[config.mk]
export PLATFORM = sky130hd
export DESIGN_NAME = ffa_ram
export DESIGN_NICKNAME = d
export VERILOG_FILES = /design/src/assert_macros.svh /design/src/ffa_ram.sv
export SDC_FILE = /design/constraint.sdc
export NUM_CORES = 1
export LEC_CHECK = 0
export ABC_AREA = 0
export BUFFER_PORTS_ARGS = -buffer_cell sky130_fd_sc_hd__buf_2
export CAP_MARGIN = 20
export CORE_MARGIN = 5
export CORE_UTILIZATION = 60
export CTS_BUF_LIST = sky130_fd_sc_hd__clkbuf_8 sky130_fd_sc_hd__clkbuf_16
export DETAILED_ROUTE_END_ITERATION = 8
export HOLD_SLACK_MARGIN = 0.03
export PLACE_DENSITY = 0.78
export SLEW_MARGIN = 25
export SYNTH_ARGS = -nofsm -noshare
export SYNTH_HDL_FRONTEND = slang
export SYNTH_SLANG_ARGS = --single-unit
[constraint.sdc]
create_clock -name clk -period 5.7 [get_ports clk]
set_clock_uncertainty 0.15 [all_clocks]
set_input_delay 1.14 -clock clk [delete_from_list [all_inputs] [get_ports clk]]
set_output_delay 1.14 -clock clk [all_outputs]
set_load 0.01 [all_outputs]
[src/assert_macros.svh]
// Assertion macros shared by the allocator RTL.
// No dependencies.
`ifndef ASSERT_MACROS_SVH
`define ASSERT_MACROS_SVH
// Implication checked on every clock edge outside reset.
`define ASSERT_IMPL(label, clk, rst_n, ante, cons, msg) \
	label: assert property (@(posedge clk) disable iff (!rst_n) (ante) |-> (cons)) \
		else $error(msg);
// Invariant checked on every clock edge outside reset.
`define ASSERT_ALWAYS(label, clk, rst_n, expr, msg) \
	label: assert property (@(posedge clk) disable iff (!rst_n) (expr)) else $error(msg);
`endif

[src/ffa_ram.sv]
// Generic RAM with one write port and one registered read port.
// No dependencies.
`default_nettype none
module ffa_ram #(
	parameter int unsigned WIDTH = 8,
	parameter int unsigned DEPTH = 16
) (
	input  wire logic                     clk,
	input  wire logic                     we,
	input  wire logic [$clog2(DEPTH)-1:0] waddr,
	input  wire logic [WIDTH-1:0]         wdata,
	input  wire logic [$clog2(DEPTH)-1:0] raddr,
	output logic      [WIDTH-1:0]         rdata
);
	logic [WIDTH-1:0] mem [DEPTH];

	always_ff @(posedge clk) begin
		if (we) begin
			mem[waddr] <= wdata;
		end
		rdata <= mem[raddr];
	end
endmodule
`default_nettype wire

# == Yosys cells after proc, flatten, opt, wreduce, memory -nomap -nowiden ==
# Memories as Yosys holds them, arrays and structs flattened. A register that Yosys moved wholly into a read port is not among the register bits.
# Cells that the tools add are included.
# word_totals
input_bits,18
register_bits,0
out_inout_bits,8
mem_count,1
mem_bits_rw,128
# classes
muxes,2
# memory_table
name,depth,word_bits,rd,rd_ports_with_merged_regs,write_ports,line,text
mem,16,8,1,1,1,ffa_ram.sv:15,logic [WIDTH-1:0] mem [DEPTH];
# op_table
cell,n
$mux 1,2

# == Logic depth before layout (Yosys ltp) ==
# depth
word_depth,2
mapped_depth,5
depth_no_buf,3

# == Worst setup path before layout ==
# Ideal clock, no wire load.
# synth_path
path_type,in2reg
start,input waddr[2]
end,memory mem[0][0] (enable)
arrival_ps,2250
stages,2
setup_time_ps,383
slack_ps,2917
cell_sequence,or3b_2 > nor3_1
# synth_rtl
element,line,text
start: declaration,ffa_ram.sv:10,"input wire logic [$clog2(DEPTH)-1:0] waddr,"
end: declaration,ffa_ram.sv:15,
# No word-level cell before the write port.

# == Worst setup path in the final report ==
# layout_path
start,input waddr[2]
end,memory mem[3][0] (enable)
# No word-level cell before the write port.

==> results.json <==
{
  "htree_levels": 4,
  "synth_mux_area_frac": 0.150,
  "stdcell_count": 382,
  "rsz0062_at_grt": "false",
  "drc": 0,
  "dr.pass1.iters": 5,
  "dpl_cell_area_um2": 5340,
  "slew_headroom": 0.348,
  "synth_warnings": 0,
  "finalSetupTns_ns": 0,
  "yosysUniqueCellTypes": 19,
  "rows": 33,
  "final_cell_area_um2": 5970,
  "cap_viol_max_count": 0,
  "critPathMaxFanout": 8,
  "place_hpwl_um": 5550,
  "use_met1": 0.306,
  "endpoint_kind": "flip-flop",
  "synth.top_cells.by_area": "edfxtp_1 75%, mux4_2 7.9%, mux4_1 7.1%",
  "clock_latency_ns": 0.52,
  "grtUsageTotal": 0.213,
  "fin_crit_ns": 2.48,
  "rrSetupSlack_ns": 4.14,
  "vdd_ir_drop_max_mv": 0.239,
  "pre_cts_slack_ns": 2.37,
  "synth_common_cells": "128 x edfxtp_1, 18 x mux4_2, 16 x a22oi_1",
  "grt_antenna_before_repair": 0,
  "core_area_um2": 8300,
  "grt_max_degree": 33,
  "worstSetupEndpoint": "mem[3][0]$_DFFE_PP_",
  "portBuffers": 25,
  "clockBufferDepth": 2,
  "grt_pass1_wl_um": 15100,
  "setup_violations": 0,
  "dpl.cell_count": 350,
  "finalHoldViolations": 0,
  "ant_nets": 0,
  "synth_area_leader_cell": "edfxtp_1",
  "synth_edf_count": 128,
  "yosysMostFrequentCell": "edfxtp_1",
  "cts_root_buffer": "clkbuf_8",
  "reg2reg_to": "rdata[3]$_DFF_P_",
  "leakage_nw": 2.01,
  "num_vias": 2409,
  "yosysSeqAreaShare": 0.778,
  "timing.hold.ws_ns": 0.515,
  "dieHeight_um": 103,
  "clkTransAtPathRegs_ns": 0.06,
  "yosys.area_share.simple": 0.0318,
  "worstPathRequired_ns": 5.69,
  "n_antenna_cell": 0,
  "grt-busiest-layer": "met2",
  "yosys.area.top_type_share": 0.747,
  "path_class": "in2reg",
  "use_met3": 0.0568,
  "synth_fa_ha_area_frac": 0,
  "start_kind": "input pin",
  "cts_resized": 0,
  "cp-startpoint": "waddr[2]",
  "routabilityCongestion": 0.763,
  "gr-usage-met2": 0.318,
  "min_path_type": "reg2reg",
  "fmax_ghz": 0.404,
  "first_iter_violations": 290,
  "grt_pass1_vias": 2474,
  "synthCells": 229,
  "initial_core_util": 0.620,
  "wl_per_cell_um": 25.5,
  "period_share": 0.434,
  "reg2reg_from": "mem[1][3]$_DFFE_PP_",
  "r2r_cells": 3,
  "ys_async_sr_fraction": 0,
  "overflow": 0,
  "avgSynthCellArea_um2": 22.5,
  "cts_hold_buf": 0,
  "wirelength_um": 9740,
  "syn_area_um2": 5150,
  "synth-main-ff-cell": "edfxtp_1",
  "power_density_nw_per_um2": 397,
  "numCtsBuffers": 17,
  "post_drt_via_cell_ratio": 6.31,
  "cts_setup_buffers": 0,
  "area.growth.synth_to_final_pct": 15.9,
  "syn_nets": 247,
  "maxSlewViolCount": 0,
  "ioPinCount": 26,
  "ys_ff_latch": 136,
  "cts_tree": "done",
  "dieArea_um2": 10500,
  "synth_xor_area_frac": 0,
  "min_from": "mem[15][1]$_DFFE_PP_",
  "synth_top_family_by_area": "multiplexers",
  "p_total_mw": 2.37,
  "crit_arrival_ns": 2.47,
  "finish.utilization": 0.719,
  "final.setup.worst_slack_ns": 3.22,
  "status": "finished, final reports clean",
  "cts_sinks": 136,
  "synth_compound_area_frac": 0.0233,
  "drive_gt1_frac": 0.282,
  "tightest_slew_ns": 0.975,
  "die_x_um": 103,
  "nets": 282
}
## registers in the layout (all words and copies together), names as in the netlist
register / cells
mem: 128
rdata: 8
## cell usage in the layout (no fill, tap or decap), types with 2 or more instances in the layout
cell / synthesis / layout
a22oi_1: 16 / 16
buf_2: 3 / 24
buf_4: 1 / 2
bufinv_16: 0 / 5
clkbuf_16: 0 / 16
clkinv_2: 0 / 4
clkinv_4: 0 / 2
clkinvlp_4: 0 / 2
dfxtp_1: 8 / 8
edfxtp_1: 128 / 128
inv_1: 0 / 2
mux4_1: 14 / 14
mux4_2: 18 / 18
nand2_1: 9 / 9
nand2b_1: 2 / 2
nand3b_1: 2 / 2
nor2_1: 13 / 13
nor3_2: 0 / 3
## cell type report
class | count | area, µm²
clock buffers | 17 | 414
repair buffers | 26 | 135
flip-flops and latches | 136 | 4000
multi-input cells | 83 | 1070
well taps | 105 | 131
fillers | 473 | 2330
clock inverters | 15 | 210
## critical path: stages
cell and delay [ns]:
buf_2 0.11, or3b_2 0.51, nor2_1 0.70
## layer usage
metal  share of wire  vias to the layer above
li1                -                     1044
met1            0.42                     1234
met2            0.49                      120
met3           0.071                       11
met4           0.013                        0
met5               0                        -
## logic make-up (layout without fill, tap and decap cells)
kind of cell	Yosys count	count (layout)
DFF	136	136
and+or+nand+nor	35	35
muxes	32	32
AOI/OAI and AO/OA	16	16
buffers and inverters	10	58
## report_power, final
part           total (mW)  internal [mW]  leakage (nW)  switching [mW]
Combinational      0.0990         0.0401         0.480          0.0589
Clock                1.14          0.748         0.310           0.396
Sequential           1.12           1.12          1.22         0.00642
Total                2.37           1.91          2.01           0.461
## worst min-delay path by stage
stage / cells past startpoint / endpoint / slack (ns)
4_1_cts: 3 / rdata[5]$_DFF_P_ / 0.52
6_report: 3 / rdata[1]$_DFF_P_ / 0.51
3_5_place_dp: 3 / rdata[5]$_DFF_P_ / 0.50
3_3_place_gp: 3 / rdata[1]$_DFF_P_ / 0.49
2_1_floorplan: 3 / rdata[0]$_DFF_P_ / 0.48
5_1_grt: 3 / rdata[5]$_DFF_P_ / 0.55
(Power assumes the default switching activity.)
