<file path="src/assert_macros.svh">
// Assertion macros shared by the allocator RTL.
// No dependencies.
`ifndef ASSERT_MACROS_SVH
`define ASSERT_MACROS_SVH
// Implication checked on every clock edge outside reset.
`define ASSERT_IMPL(label, clk, rst_n, ante, cons, msg) \
	label: assert property (@(posedge clk) disable iff (!rst_n) (ante) |-> (cons)) \
		else $error(msg);
// Invariant checked on every clock edge outside reset.
`define ASSERT_ALWAYS(label, clk, rst_n, expr, msg) \
	label: assert property (@(posedge clk) disable iff (!rst_n) (expr)) else $error(msg);
`endif

</file>
<file path="src/ffa_pkg.sv">
// Package for the first-fit aligned allocator: types, codes, constants.
// No dependencies.
`default_nettype none
package ffa_pkg;
	localparam int unsigned ARENA_BYTES_DEF  = 1024 * 1024;
	localparam int unsigned MAX_BLOCKS_DEF   = 256;
	localparam int unsigned HEADER_BYTES_DEF = 24;
	localparam int unsigned HEADER_ALIGN_DEF = 8;

	localparam int unsigned OFS_W   = 21;
	localparam int unsigned ALIGN_W = 13;
	// Internal offsets keep headroom above the arena so sums never wrap.
	localparam int unsigned EXT_W   = 24;
	localparam int unsigned ENTRY_W = 3 * OFS_W;

	typedef enum logic [0:0] {
		OP_ALLOC = 1'b0,
		OP_FREE  = 1'b1
	} op_t;

	typedef enum logic [1:0] {
		ST_OK       = 2'd0,
		ST_NOFIT    = 2'd1,
		ST_FULL     = 2'd2,
		ST_NOTFOUND = 2'd3
	} status_t;

	typedef struct packed {
		logic [0:0]         op;
		logic [ALIGN_W-1:0] align_bytes;
		logic [OFS_W-1:0]   request_bytes;
		logic [OFS_W-1:0]   release_offset;
	} req_t;

	typedef struct packed {
		logic [OFS_W-1:0] data_offset;
		logic [1:0]       status;
	} rsp_t;

	typedef struct packed {
		logic [OFS_W-1:0] header;
		logic [OFS_W-1:0] data;
		logic [OFS_W-1:0] size;
	} entry_t;

	typedef enum logic [3:0] {
		S_IDLE,
		S_RD,      // read issued for entry idx
		S_CHK,     // entry data valid; evaluate gap / match
		S_DIV,     // round data start up to align (serial divide)
		S_FIT,     // compare limit with data start
		S_SHIFT_RD,
		S_SHIFT_WR,
		S_DONE
	} state_t;
endpackage
`default_nettype wire

</file>
<file path="src/ffa_rounder.sv">
// Serial round-up unit: y = ceil(x / a) * a, one quotient bit per cycle.
// Depends on ffa_pkg and assert_macros.svh.
`default_nettype none
`include "assert_macros.svh"
module ffa_rounder (
	input  wire logic                               clk,
	input  wire logic                               arst_n,
	input  wire logic                               start,
	input  wire logic [ffa_pkg::EXT_W-1:0]          x,
	input  wire logic [ffa_pkg::ALIGN_W-1:0]        a,
	output logic                                    busy,
	output logic                                    done,
	output logic      [ffa_pkg::EXT_W-1:0]          y
);
	localparam int unsigned W  = ffa_pkg::EXT_W;
	localparam int unsigned CW = $clog2(W + 1);

	logic [W-1:0]        num_q;   // shifts out dividend bits
	logic [W-1:0]        rem_q;
	logic [W-1:0]        x_q;
	logic [W-1:0]        div_q;
	logic [CW-1:0]       cnt_q;
	logic                busy_q;
	logic                done_q;
	logic [W:0]          trial;
	logic [W-1:0]        rem_n;

	// Restoring division step.
	always_comb begin
		trial = {rem_q, num_q[W-1]} - {1'b0, div_q};
		rem_n = trial[W] ? {rem_q[W-2:0], num_q[W-1]} : trial[W-1:0];
	end

	always_ff @(posedge clk or negedge arst_n) begin
		if (!arst_n) begin
			busy_q <= 1'b0;
			done_q <= 1'b0;
			cnt_q  <= '0;
		end else begin
			done_q <= 1'b0;
			if (start) begin
				busy_q <= 1'b1;
				cnt_q  <= CW'(W);
			end else if (busy_q) begin
				cnt_q <= cnt_q - 1'b1;
				if (cnt_q == CW'(1)) begin
					busy_q <= 1'b0;
					done_q <= 1'b1;
				end
			end
		end
	end

	always_ff @(posedge clk) begin
		if (start) begin
			num_q <= x;
			x_q   <= x;
			rem_q <= '0;
			div_q <= (a == '0) ? W'(1) : W'(a);
		end else if (busy_q) begin
			num_q <= {num_q[W-2:0], 1'b0};
			rem_q <= rem_n;
		end
	end

	// x + (a - rem) when rem is nonzero.
	assign y    = (rem_q == '0) ? x_q : x_q + (div_q - rem_q);
	assign busy = busy_q;
	assign done = done_q;

	`ASSERT_IMPL(a_rnd_no_restart, clk, arst_n, busy_q, !start, "rounder restarted while busy")
	`ASSERT_IMPL(a_rnd_done_idle, clk, arst_n, done_q, !busy_q, "done while busy")
	`ASSERT_IMPL(a_rnd_divisor, clk, arst_n, busy_q, div_q != '0, "zero divisor")
endmodule
`default_nettype wire

</file>
<file path="config.mk">
export PLATFORM = sky130hd
export DESIGN_NAME = ffa_rounder
export DESIGN_NICKNAME = d
export VERILOG_FILES = /design/src/ffa_pkg.sv /design/src/ffa_rounder.sv
export VERILOG_INCLUDE_DIRS = /design/src /design/src/src
export SDC_FILE = /design/constraint.sdc
export NUM_CORES = 1
export LEC_CHECK = 0
export BUFFER_PORTS_ARGS = -buffer_cell sky130_fd_sc_hd__buf_4
export CORE_UTILIZATION = 30
export CTS_CLUSTER_SIZE = 24
export DETAILED_ROUTE_END_ITERATION = 8
export PLACE_DENSITY = 0.58
export SETUP_SLACK_MARGIN = 0.15
export SLEW_MARGIN = 15
export SYNTH_ARGS = -nofsm -noshare
export SYNTH_HDL_FRONTEND = slang
export SYNTH_SLANG_ARGS = --single-unit
</file>
<file path="constraint.sdc">
create_clock -name clk -period 4.55 [get_ports clk]
set_clock_uncertainty 0.1 [all_clocks]
set_input_delay 0.455 -clock clk [delete_from_list [all_inputs] [get_ports clk]]
set_output_delay 0.455 -clock clk [all_outputs]
set_load 0.02 [all_outputs]
</file>
# After elaboration in Yosys (flattened, before gate mapping)
# Index checks and enable logic that the tools add are counted.
[totals]
inputBits = 40
output_inout_bits = 26
elab_cells = 28
ff_bits = 103
[classes]
eq_ne = 1
n_addsub = 4
mux = 12
reduce_logical = 3
[ops]
columns = ["cell", "n"]
rows = [
  ["$mux 24", 4],
  ["$sub 25x24->25", 1],
  ["$add 24x24->24", 1],
  ["$logic_not 24->1", 1],
  ["$sub 24x24->24", 1],
  ["$logic_not 13->1", 1],
  ["$mux 5", 2],
  ["$mux 1", 6],
  ["$eq 5x1->1 const B", 1],
  ["$sub 5x1->5 const B", 1],
  ["$reduce_bool 2->1", 1],
]

# Logic depth before layout (Yosys ltp)
# Gate-level depths: netlist of the first run.
[logic_depth]
word_depth = 4
mapped_depth = 12
mapped_depth_nobuf = 12

# Worst setup path after synthesis of the first run
# Ideal clock, no wire load.
[synth_path]
path_type = "flip-flop to output port"
start = "register div_q[1]"
end = "output port y[14] (netlist name)"
slack_ns = 0.698
arrival_ns = 3.297
n_path_buf = 0
required_ns = 3.995
stages_incl_launch_ff = 11
path_cell_list = "edfxtp_1 -> inv_1 -> fa_1 -> inv_1 -> fa_1 -> a211oi_1 -> o21ai_0 -> a2111oi_0 -> o21ai_1 -> a221o_1 -> o21ai_0"
[synth_via]
elab_chain_len = 3
[synth_lines]
columns = ["element", "line", "rtl"]
rows = [
  ["start, declared", "ffa_rounder.sv:21", "logic [W-1:0] div_q;"],
  ["start signal, assigned", "ffa_rounder.sv:59", "div_q <= (a == '0) ? W'(1) : W'(a);"],
  ["$sub 24x24->24", "ffa_rounder.sv:67", "assign y = (rem_q == '0) ? x_q : x_q + (div_q - rem_q);"],
  ["$add 24x24->24", "ffa_rounder.sv:67", ""],
  ["$mux 24", "ffa_rounder.sv:67", ""],
  ["end, declared", "ffa_rounder.sv:13", "output logic [ffa_pkg::EXT_W-1:0] y"],
]
# No other way between the ends.

# Worst setup path after layout of the first run
[layout_path]
start = "register rem_q[2]"
end = "output port y[23] (netlist name)"
[layout_via]
elab_chain_len = 3
word_cells_on_any_way = 4
cone_classes = "add/sub (2); mux (1); reduce/logical (1)"
[layout_lines]
columns = ["element", "line", "rtl"]
rows = [
  ["start, declared", "ffa_rounder.sv:19", "logic [W-1:0] rem_q;"],
  ["start signal, assigned", "ffa_rounder.sv:62", "rem_q <= rem_n;"],
  ["$sub 24x24->24", "ffa_rounder.sv:67", ""],
  ["$add 24x24->24", "ffa_rounder.sv:67", ""],
  ["$mux 24 (*)", "ffa_rounder.sv:67", ""],
]
# Mark *: on every way between the ends. The rest lies on a longest branch, timed or not.

==> impl_metrics.toml, run 1 <==
[critical_path]
crit_type = "reg -> out"
crit_path_end_kind = "primary output"
worstSetupStartpoint = "rem_q[2]$_SDFFE_PP0P_"
crit_required_ns = 3.99
slowest_stage = "fa_1"
endpoint = "y[23]"
path_delay_family = "compound AO/OA/AOI/OAI gates"
crit_path_frequent_cell = "o21ai_0"
start_kind = "flop"
reg2reg_depth = 9
path_max_fanout = 5
crit_chain = "fa_1 > inv_1 > ha_1 > o21ai_0 > o21ai_0 > a32o_1 > a211oi_1 > or3_1 > a21oi_1 > xor2_1 > buf_4"
path_buf_inv = 2
r2r_start = "div_q[0]$_SDFFCE_PN1P_"
max_stage_delay_ns = 0.56
r2r_end = "rem_q[17]$_SDFFE_PP0P_"
path_depth = 11
rrSetupSlack_ns = 0.89
crit_arrival_ns = 3.73

[routing]
vias = 4977
drt-initial-drc-count = 224
first_pass_iters = 4
routed_via_density = 5.03
ant_nets = 0
drc = 0
wl_per_cell_um = 15.1
finalWirelength_mm = 14.9

[synthesis]
postSynthCellCount = 658
ys_ff_latch = 92
ys_seq_area_share_pct = 38.6
synth_edf_count = 61
avgSynthCellArea_um2 = 9.79
yosysTopAreaCellShare_pct = 28.4
syn-num-nets = 761
synth_flop_cell = "edfxtp_1"
synth.cell_area_mm2 = 0.00644
synth_common_cells = "inv_1 (68), edfxtp_1 (61), ha_1 (49)"
async_flop_share_pct = 7.61
synth_top_cells_by_area = "edfxtp_1 (28%), ha_1 (9.5%), dfxtp_1 (7.5%)"
synth.most_common_cell = "inv_1"
synth.distinct_cells = 66
synth_top_cell_by_area = "edfxtp_1"
synth-warning-count = 0

[die]
dieHeight_um = 149
fp-row-count = 53
dieArea_mm2 = 0.0221
initial_core_util_pct = 30.6
die_w_um = 149
io_pins = 66
core_area_mm2 = 0.0210

[global_route]
grt_first_pass_wirelength_mm = 24.8
grt_pass1_vias = 4871
track_usage_pct = 14.2
antenna_found_initial = 0
grt_max_degree = 58
grt_overflow = 0

[layout]
drive_gt1_share_pct = 19.0
area_growth_pct = 18.4
diodes = 0
nNetsFinal = 813
num-fill-cells = 2126

[clock_tree]
clock_path_buffers = 2
cts_sinks = 92
numCtsBuffers = 9
ctsHtreeMaxLevel = 3
clkTransAtPathRegs_ns = 0.07
clkLatencyLatePin_ns = 0.36
cts_tree = "built"
cts_root_buf = "clkbuf_16"

[min_path]
hold_depth = 1
worstHoldPathType = "in -> reg"

[pwr]
cellPowerDensity_mw_per_mm2 = 751
vdd_drop_max_uv = 468
p_leak_nw = 3.20
total_power_mw = 5.73

[status]
status = "completed"

[timing]
tightest_slew_ns = 0.868
finalHoldViolCount = 0
finalSetupViolations = 0
layout_min_cycle_time_ns = 4.28
fin_setup_tns_ns = 0
max_slew_margin_pct = 42.1
fmax_ghz = 0.234
timing.final.crit_share_pct = 94.1
rsz0062_at_grt = "no"
finalMaxSlewViolations = 0

[placement]
gp_congestion = 0.833
dp_hpwl_mm = 11.2
port-buffer-count = 65

[run]
cap_viol_max_count = 0
-- per-stage QoR --
step / worst slack, ns / instance area (um2) / cells / utilization [%] / hold slack [ns]
floorplan: 0.698 / 6440 / 658 / - / 0.0594
detailed placement: 0.310 / 7210 / 971 / 34.3 / 0.176
global route: 0.158 / 7630 / 989 / 36.3 / 0.166
CTS: 0.185 / 7580 / 987 / 36.1 / 0.170
finish: 0.270 / 7630 / 989 / 36.3 / 0.175
global placement: 0.305 / 7210 / 971 / 34.3 / 0.174
-- report_power, final --
group | switching (mW) | total (mW) | internal (mW) | leakage [nW]
clock | 0.340 | 0.876 | 0.536 | 0.166
combinational | 2.04 | 3.65 | 1.61 | 2.13
sequential | 0.165 | 1.20 | 1.04 | 0.897
-- cell families (layout without fill, tap and decap cells) --
kind of cell,count (synthesis),after routing,share of synthesized area [%]
AND/OR/NAND/NOR,173,173,14.1
AO/OA/AOI/OAI,170,170,18.8
buffers and inverters,107,163,6.43
flip-flops,92,92,38.6
adder cells (fa/ha/maj),63,63,13.9
multiplexers,27,27,4.70
XOR/XNOR,26,26,3.53
-- layer usage --
| layer | track usage, % | routed length (um) |
|---|---|---|
| met1 | 19.3 | 7320 |
| met2 | 22.3 | 6670 |
| met3 | 3.31 | 561 |
| met4 | 4.48 | 353 |
| met5 | 0 | 0 |
-- flip-flops by register name, summed over array words and instances (netlist names) --
signal / count
busy: 1
num_q: 24
div_q: 13
rem_q: 24
done: 1
x_q: 24
cnt_q: 5
-- area by class of cell --
| class | count | area, um2 | share of cell area, % |
|---|---|---|---|
| Clock buffer | 9 | 225 | 2.95 |
| Clock inverter | 6 | 113 | 1.48 |
| Inverter | 68 | 255 | 3.35 |
| Multi-Input combinational cell | 459 | 3600 | 47.2 |
| Sequential cell | 92 | 2490 | 32.6 |
| Tap cell | 275 | 344 | 4.51 |
| Timing Repair Buffer | 80 | 603 | 7.91 |
-- worst min-delay path by stage --
stage	start	to	slack [ns]
after floorplan	arst_n	busy$_DFF_PN0_	0.06
after global placement	arst_n	done$_DFF_PN0_	0.17
after detailed placement	arst_n	done$_DFF_PN0_	0.18
after CTS	x[8]	x_q[8]$_DFFE_PP_	0.17
after global routing	x[0]	x_q[0]$_DFFE_PP_	0.17
final	x[0]	x_q[0]$_DFFE_PP_	0.17
-- cells in the final DEF, fill, tap and decap left out, types with 9 or more instances in the layout --
cell,netlist,final
a21o_1,16,16
a21oi_1,29,29
a311oi_1,21,21
buf_4,1,79
clkbuf_16,0,9
dfxtp_1,24,24
edfxtp_1,61,61
fa_1,14,13
ha_1,49,49
inv_1,68,68
mux2_2,26,26
nand2_1,41,41
nand3_1,11,11
nor2_1,43,42
nor3b_1,9,9
o21a_1,9,9
o21ai_0,32,30
o31ai_1,11,11
or4_1,9,9
xnor2_1,15,15
xor2_1,11,11
-- timing repair --
action                                  4_1_cts  5_1_grt
setup buffers                                 0        2
gates resized for setup                       4        7
endpoints found under the setup margin        4        6
hold buffers                                  1        0
pin swaps                                     1        2
endpoints found under the hold margin         7        0
Power figures use the tool's default switching activity.
==> inputs of run 2 (changes only) <==
Settings changed: ABC_AREA set to 1.
==> run 2 against run 1 <==
Compared with the run above: die area rose by 9.1%; largest cell class unchanged; sequential share of layout area down 2.0 points; synthesized cell count grew 52%; first-iteration DRC count grew 71%; worst setup slack gained 0.66 ns; synthesized area up 9.3%; non-clock buffer count down 10.
==> impl_metrics.toml, run 2 <==
[clock_tree]
clkTransAtPathRegs_ns = 0.08
cts_tree = "built"
ctsHtreeMaxLevel = 3
clkLatencyLatePin_ns = 0.36
cts_hold_buf = 1
cts_root_buf = "clkbuf_16"
postCtsSetupBuffers = 0
cts_sinks = 92
numCtsBuffers = 9
clock_path_buffers = 2
ctsResizeCount = 0

[synthesis]
ys_seq_area_share_pct = 35.3
synth.cell_area_mm2 = 0.00704
ys_ff_latch = 92
synth_flop_cell = "edfxtp_1"
synth.most_common_cell = "nand2_1"
postSynthCellCount = 1002
synth_top_cell_by_area = "edfxtp_1"
synth-warning-count = 0
synth_edf_count = 61
synth_common_cells = "nand2_1 (387), inv_1 (154), edfxtp_1 (61), nand3_1 (61), nor2_1 (57)"
avgSynthCellArea_um2 = 7.03
async_flop_share_pct = 7.61
yosysTopAreaCellShare_pct = 26.0
syn-num-nets = 1105
synth_top_cells_by_area = "edfxtp_1 (26%), nand2_1 (21%), ha_1 (8.7%)"
synth.distinct_cells = 36

[timing]
timing.final.crit_share_pct = 79.5
finalSetupViolations = 0
whs_ns = 0.174
worst_slack_ns = 0.931
finalHoldViolCount = 0
finalMaxSlewViolations = 0
max_slew_margin_pct = 35.0
tightest_slew_ns = 0.975
rsz0062_at_grt = "no"
fin_setup_tns_ns = 0
layout_min_cycle_time_ns = 3.62
fmax_ghz = 0.276

[die]
dieHeight_um = 155
dieArea_mm2 = 0.0241
core_area_mm2 = 0.0228
die_w_um = 155
initial_core_util_pct = 30.8
io_pins = 66
fp-row-count = 55

[critical_path]
crit_required_ns = 3.99
crit_path_frequent_cell = "nand2_1"
crit_arrival_ns = 3.06
crit_type = "reg -> out"
slowest_stage = "fa_1"
reg2reg_depth = 14
r2r_start = "div_q[0]$_SDFFCE_PN1P_"
start_kind = "flop"
crit_path_end_kind = "primary output"
rrSetupSlack_ns = 1.89
max_stage_delay_ns = 0.48
path_max_fanout = 5
r2r_end = "rem_q[7]$_SDFFE_PP0P_"
crit_chain = "inv_1 > fa_1 > inv_1 > fa_1 > nand3_1 > nand2_1 > nand2_1 > nand2_1 > nand3_1 > nand2_1 > xnor2_1 > o21ai_0 > buf_4"

[routing]
finalWirelength_mm = 19.5
drt-initial-drc-count = 382
ant_nets = 0
drc = 0
vias = 6320
first_pass_iters = 5
routed_via_density = 4.61
wl_per_cell_um = 14.2

[global_route]
grt_max_degree = 41
grt_overflow = 0
grt_first_pass_wirelength_mm = 31.7
antenna_found_initial = 0
track_usage_pct = 17.1
grt_pass1_vias = 6107

[min_path]
hp-start = "x[20]"
min_to = "x_q[20]$_DFFE_PP_"
worstHoldPathType = "in -> reg"
hold_depth = 1

[pwr]
cellPowerDensity_mw_per_mm2 = 780
p_leak_nw = 4.17
vdd_drop_max_uv = 428

[layout]
area_growth_pct = 15.4
stdcell_count = 1372
final_common_cell = "nand2_1"
diodes = 0
nNetsFinal = 1157
reg_top3 = "num_q (24), rem_q (24), x_q (24)"
num-fill-cells = 2496
drive_gt1_share_pct = 9.54
final_cell_mix = "nand2_1 (387), inv_1 (154), buf_4 (69)"

[run]
cap_viol_max_count = 0

[status]
status = "completed"

[placement]
gp_congestion = 0.904
dp_hpwl_mm = 15.4
placedCellCount = 1355
port-buffer-count = 65
dp_slack_ns = 1.33
run 2: metal layers:
metal  wire length [um]  track usage [%]  vias up
met5                  0                0        -
met4                510             6.07        0
met3                772             2.23       27
met2               8730             28.1      121
met1               9460             23.1     2887
li1                   -                -     3285
run 2: worst max-delay path by stage:
| stage | startpoint | end | slack [ns] | depth (start not counted) |
|---|---|---|---|---|
| global placement | div_q[1]$_SDFFCE_PN0P_ | y[14] | 1.36 | 13 |
| global route | x_q[2]$_DFFE_PP_ | y[9] | 0.74 | 14 |
| detailed placement | x_q[2]$_DFFE_PP_ | y[15] | 1.33 | 12 |
| finish | div_q[1]$_SDFFCE_PN0P_ | y[14] | 0.93 | 13 |
| CTS | x_q[2]$_DFFE_PP_ | y[15] | 0.93 | 12 |
| floorplan | div_q[1]$_SDFFCE_PN0P_ | y[14] | 1.53 | 12 |
run 2: cell type report:
class | count | area (um2) | share of cell area, %
multi-input cells | 724 | 3820 | 47.1
flip-flops and latches | 92 | 2490 | 30.6
inverters | 157 | 589 | 7.26
repair buffers | 70 | 528 | 6.50
well taps | 313 | 392 | 4.82
clock buffers | 9 | 225 | 2.77
clock inverters | 7 | 76.3 | 0.940
run 2: cells by family after synthesis:
logic type | share of synthesized area (%)
and+or+nand+nor | 32.8
DFF | 35.3
adders and majority gates | 12.7
xor gates and xnor gates | 2.24
AOI/OAI and AO/OA | 6.65
buffers and inverters | 10.3
run 2: critical path: cells and delay by family (launching register included):
family	cells	cell delay, ns
xor+xnor	1	0.13
buf+inv	3	0.36
flops	1	0.37
simple gates	6	0.64
fa+ha+maj	2	0.93
compound gates	1	0.28
run 2: power breakdown:
group          leakage, nW  internal [mW]  total, mW  switching [mW]
Combinational         3.12           1.56       4.32            2.76
Clock                0.142          0.429      0.789           0.360
Sequential           0.906           1.05       1.23           0.179
run 2: through the flow:
stage,cell area [um2],total power [mW],utilization (%)
after global placement,7810,5.53,34.2
after CTS,8120,6.36,35.6
after floorplan,7040,4.23,-
after detailed placement,7810,5.55,34.2
final,8120,6.33,35.6
after global routing,8120,6.98,35.6
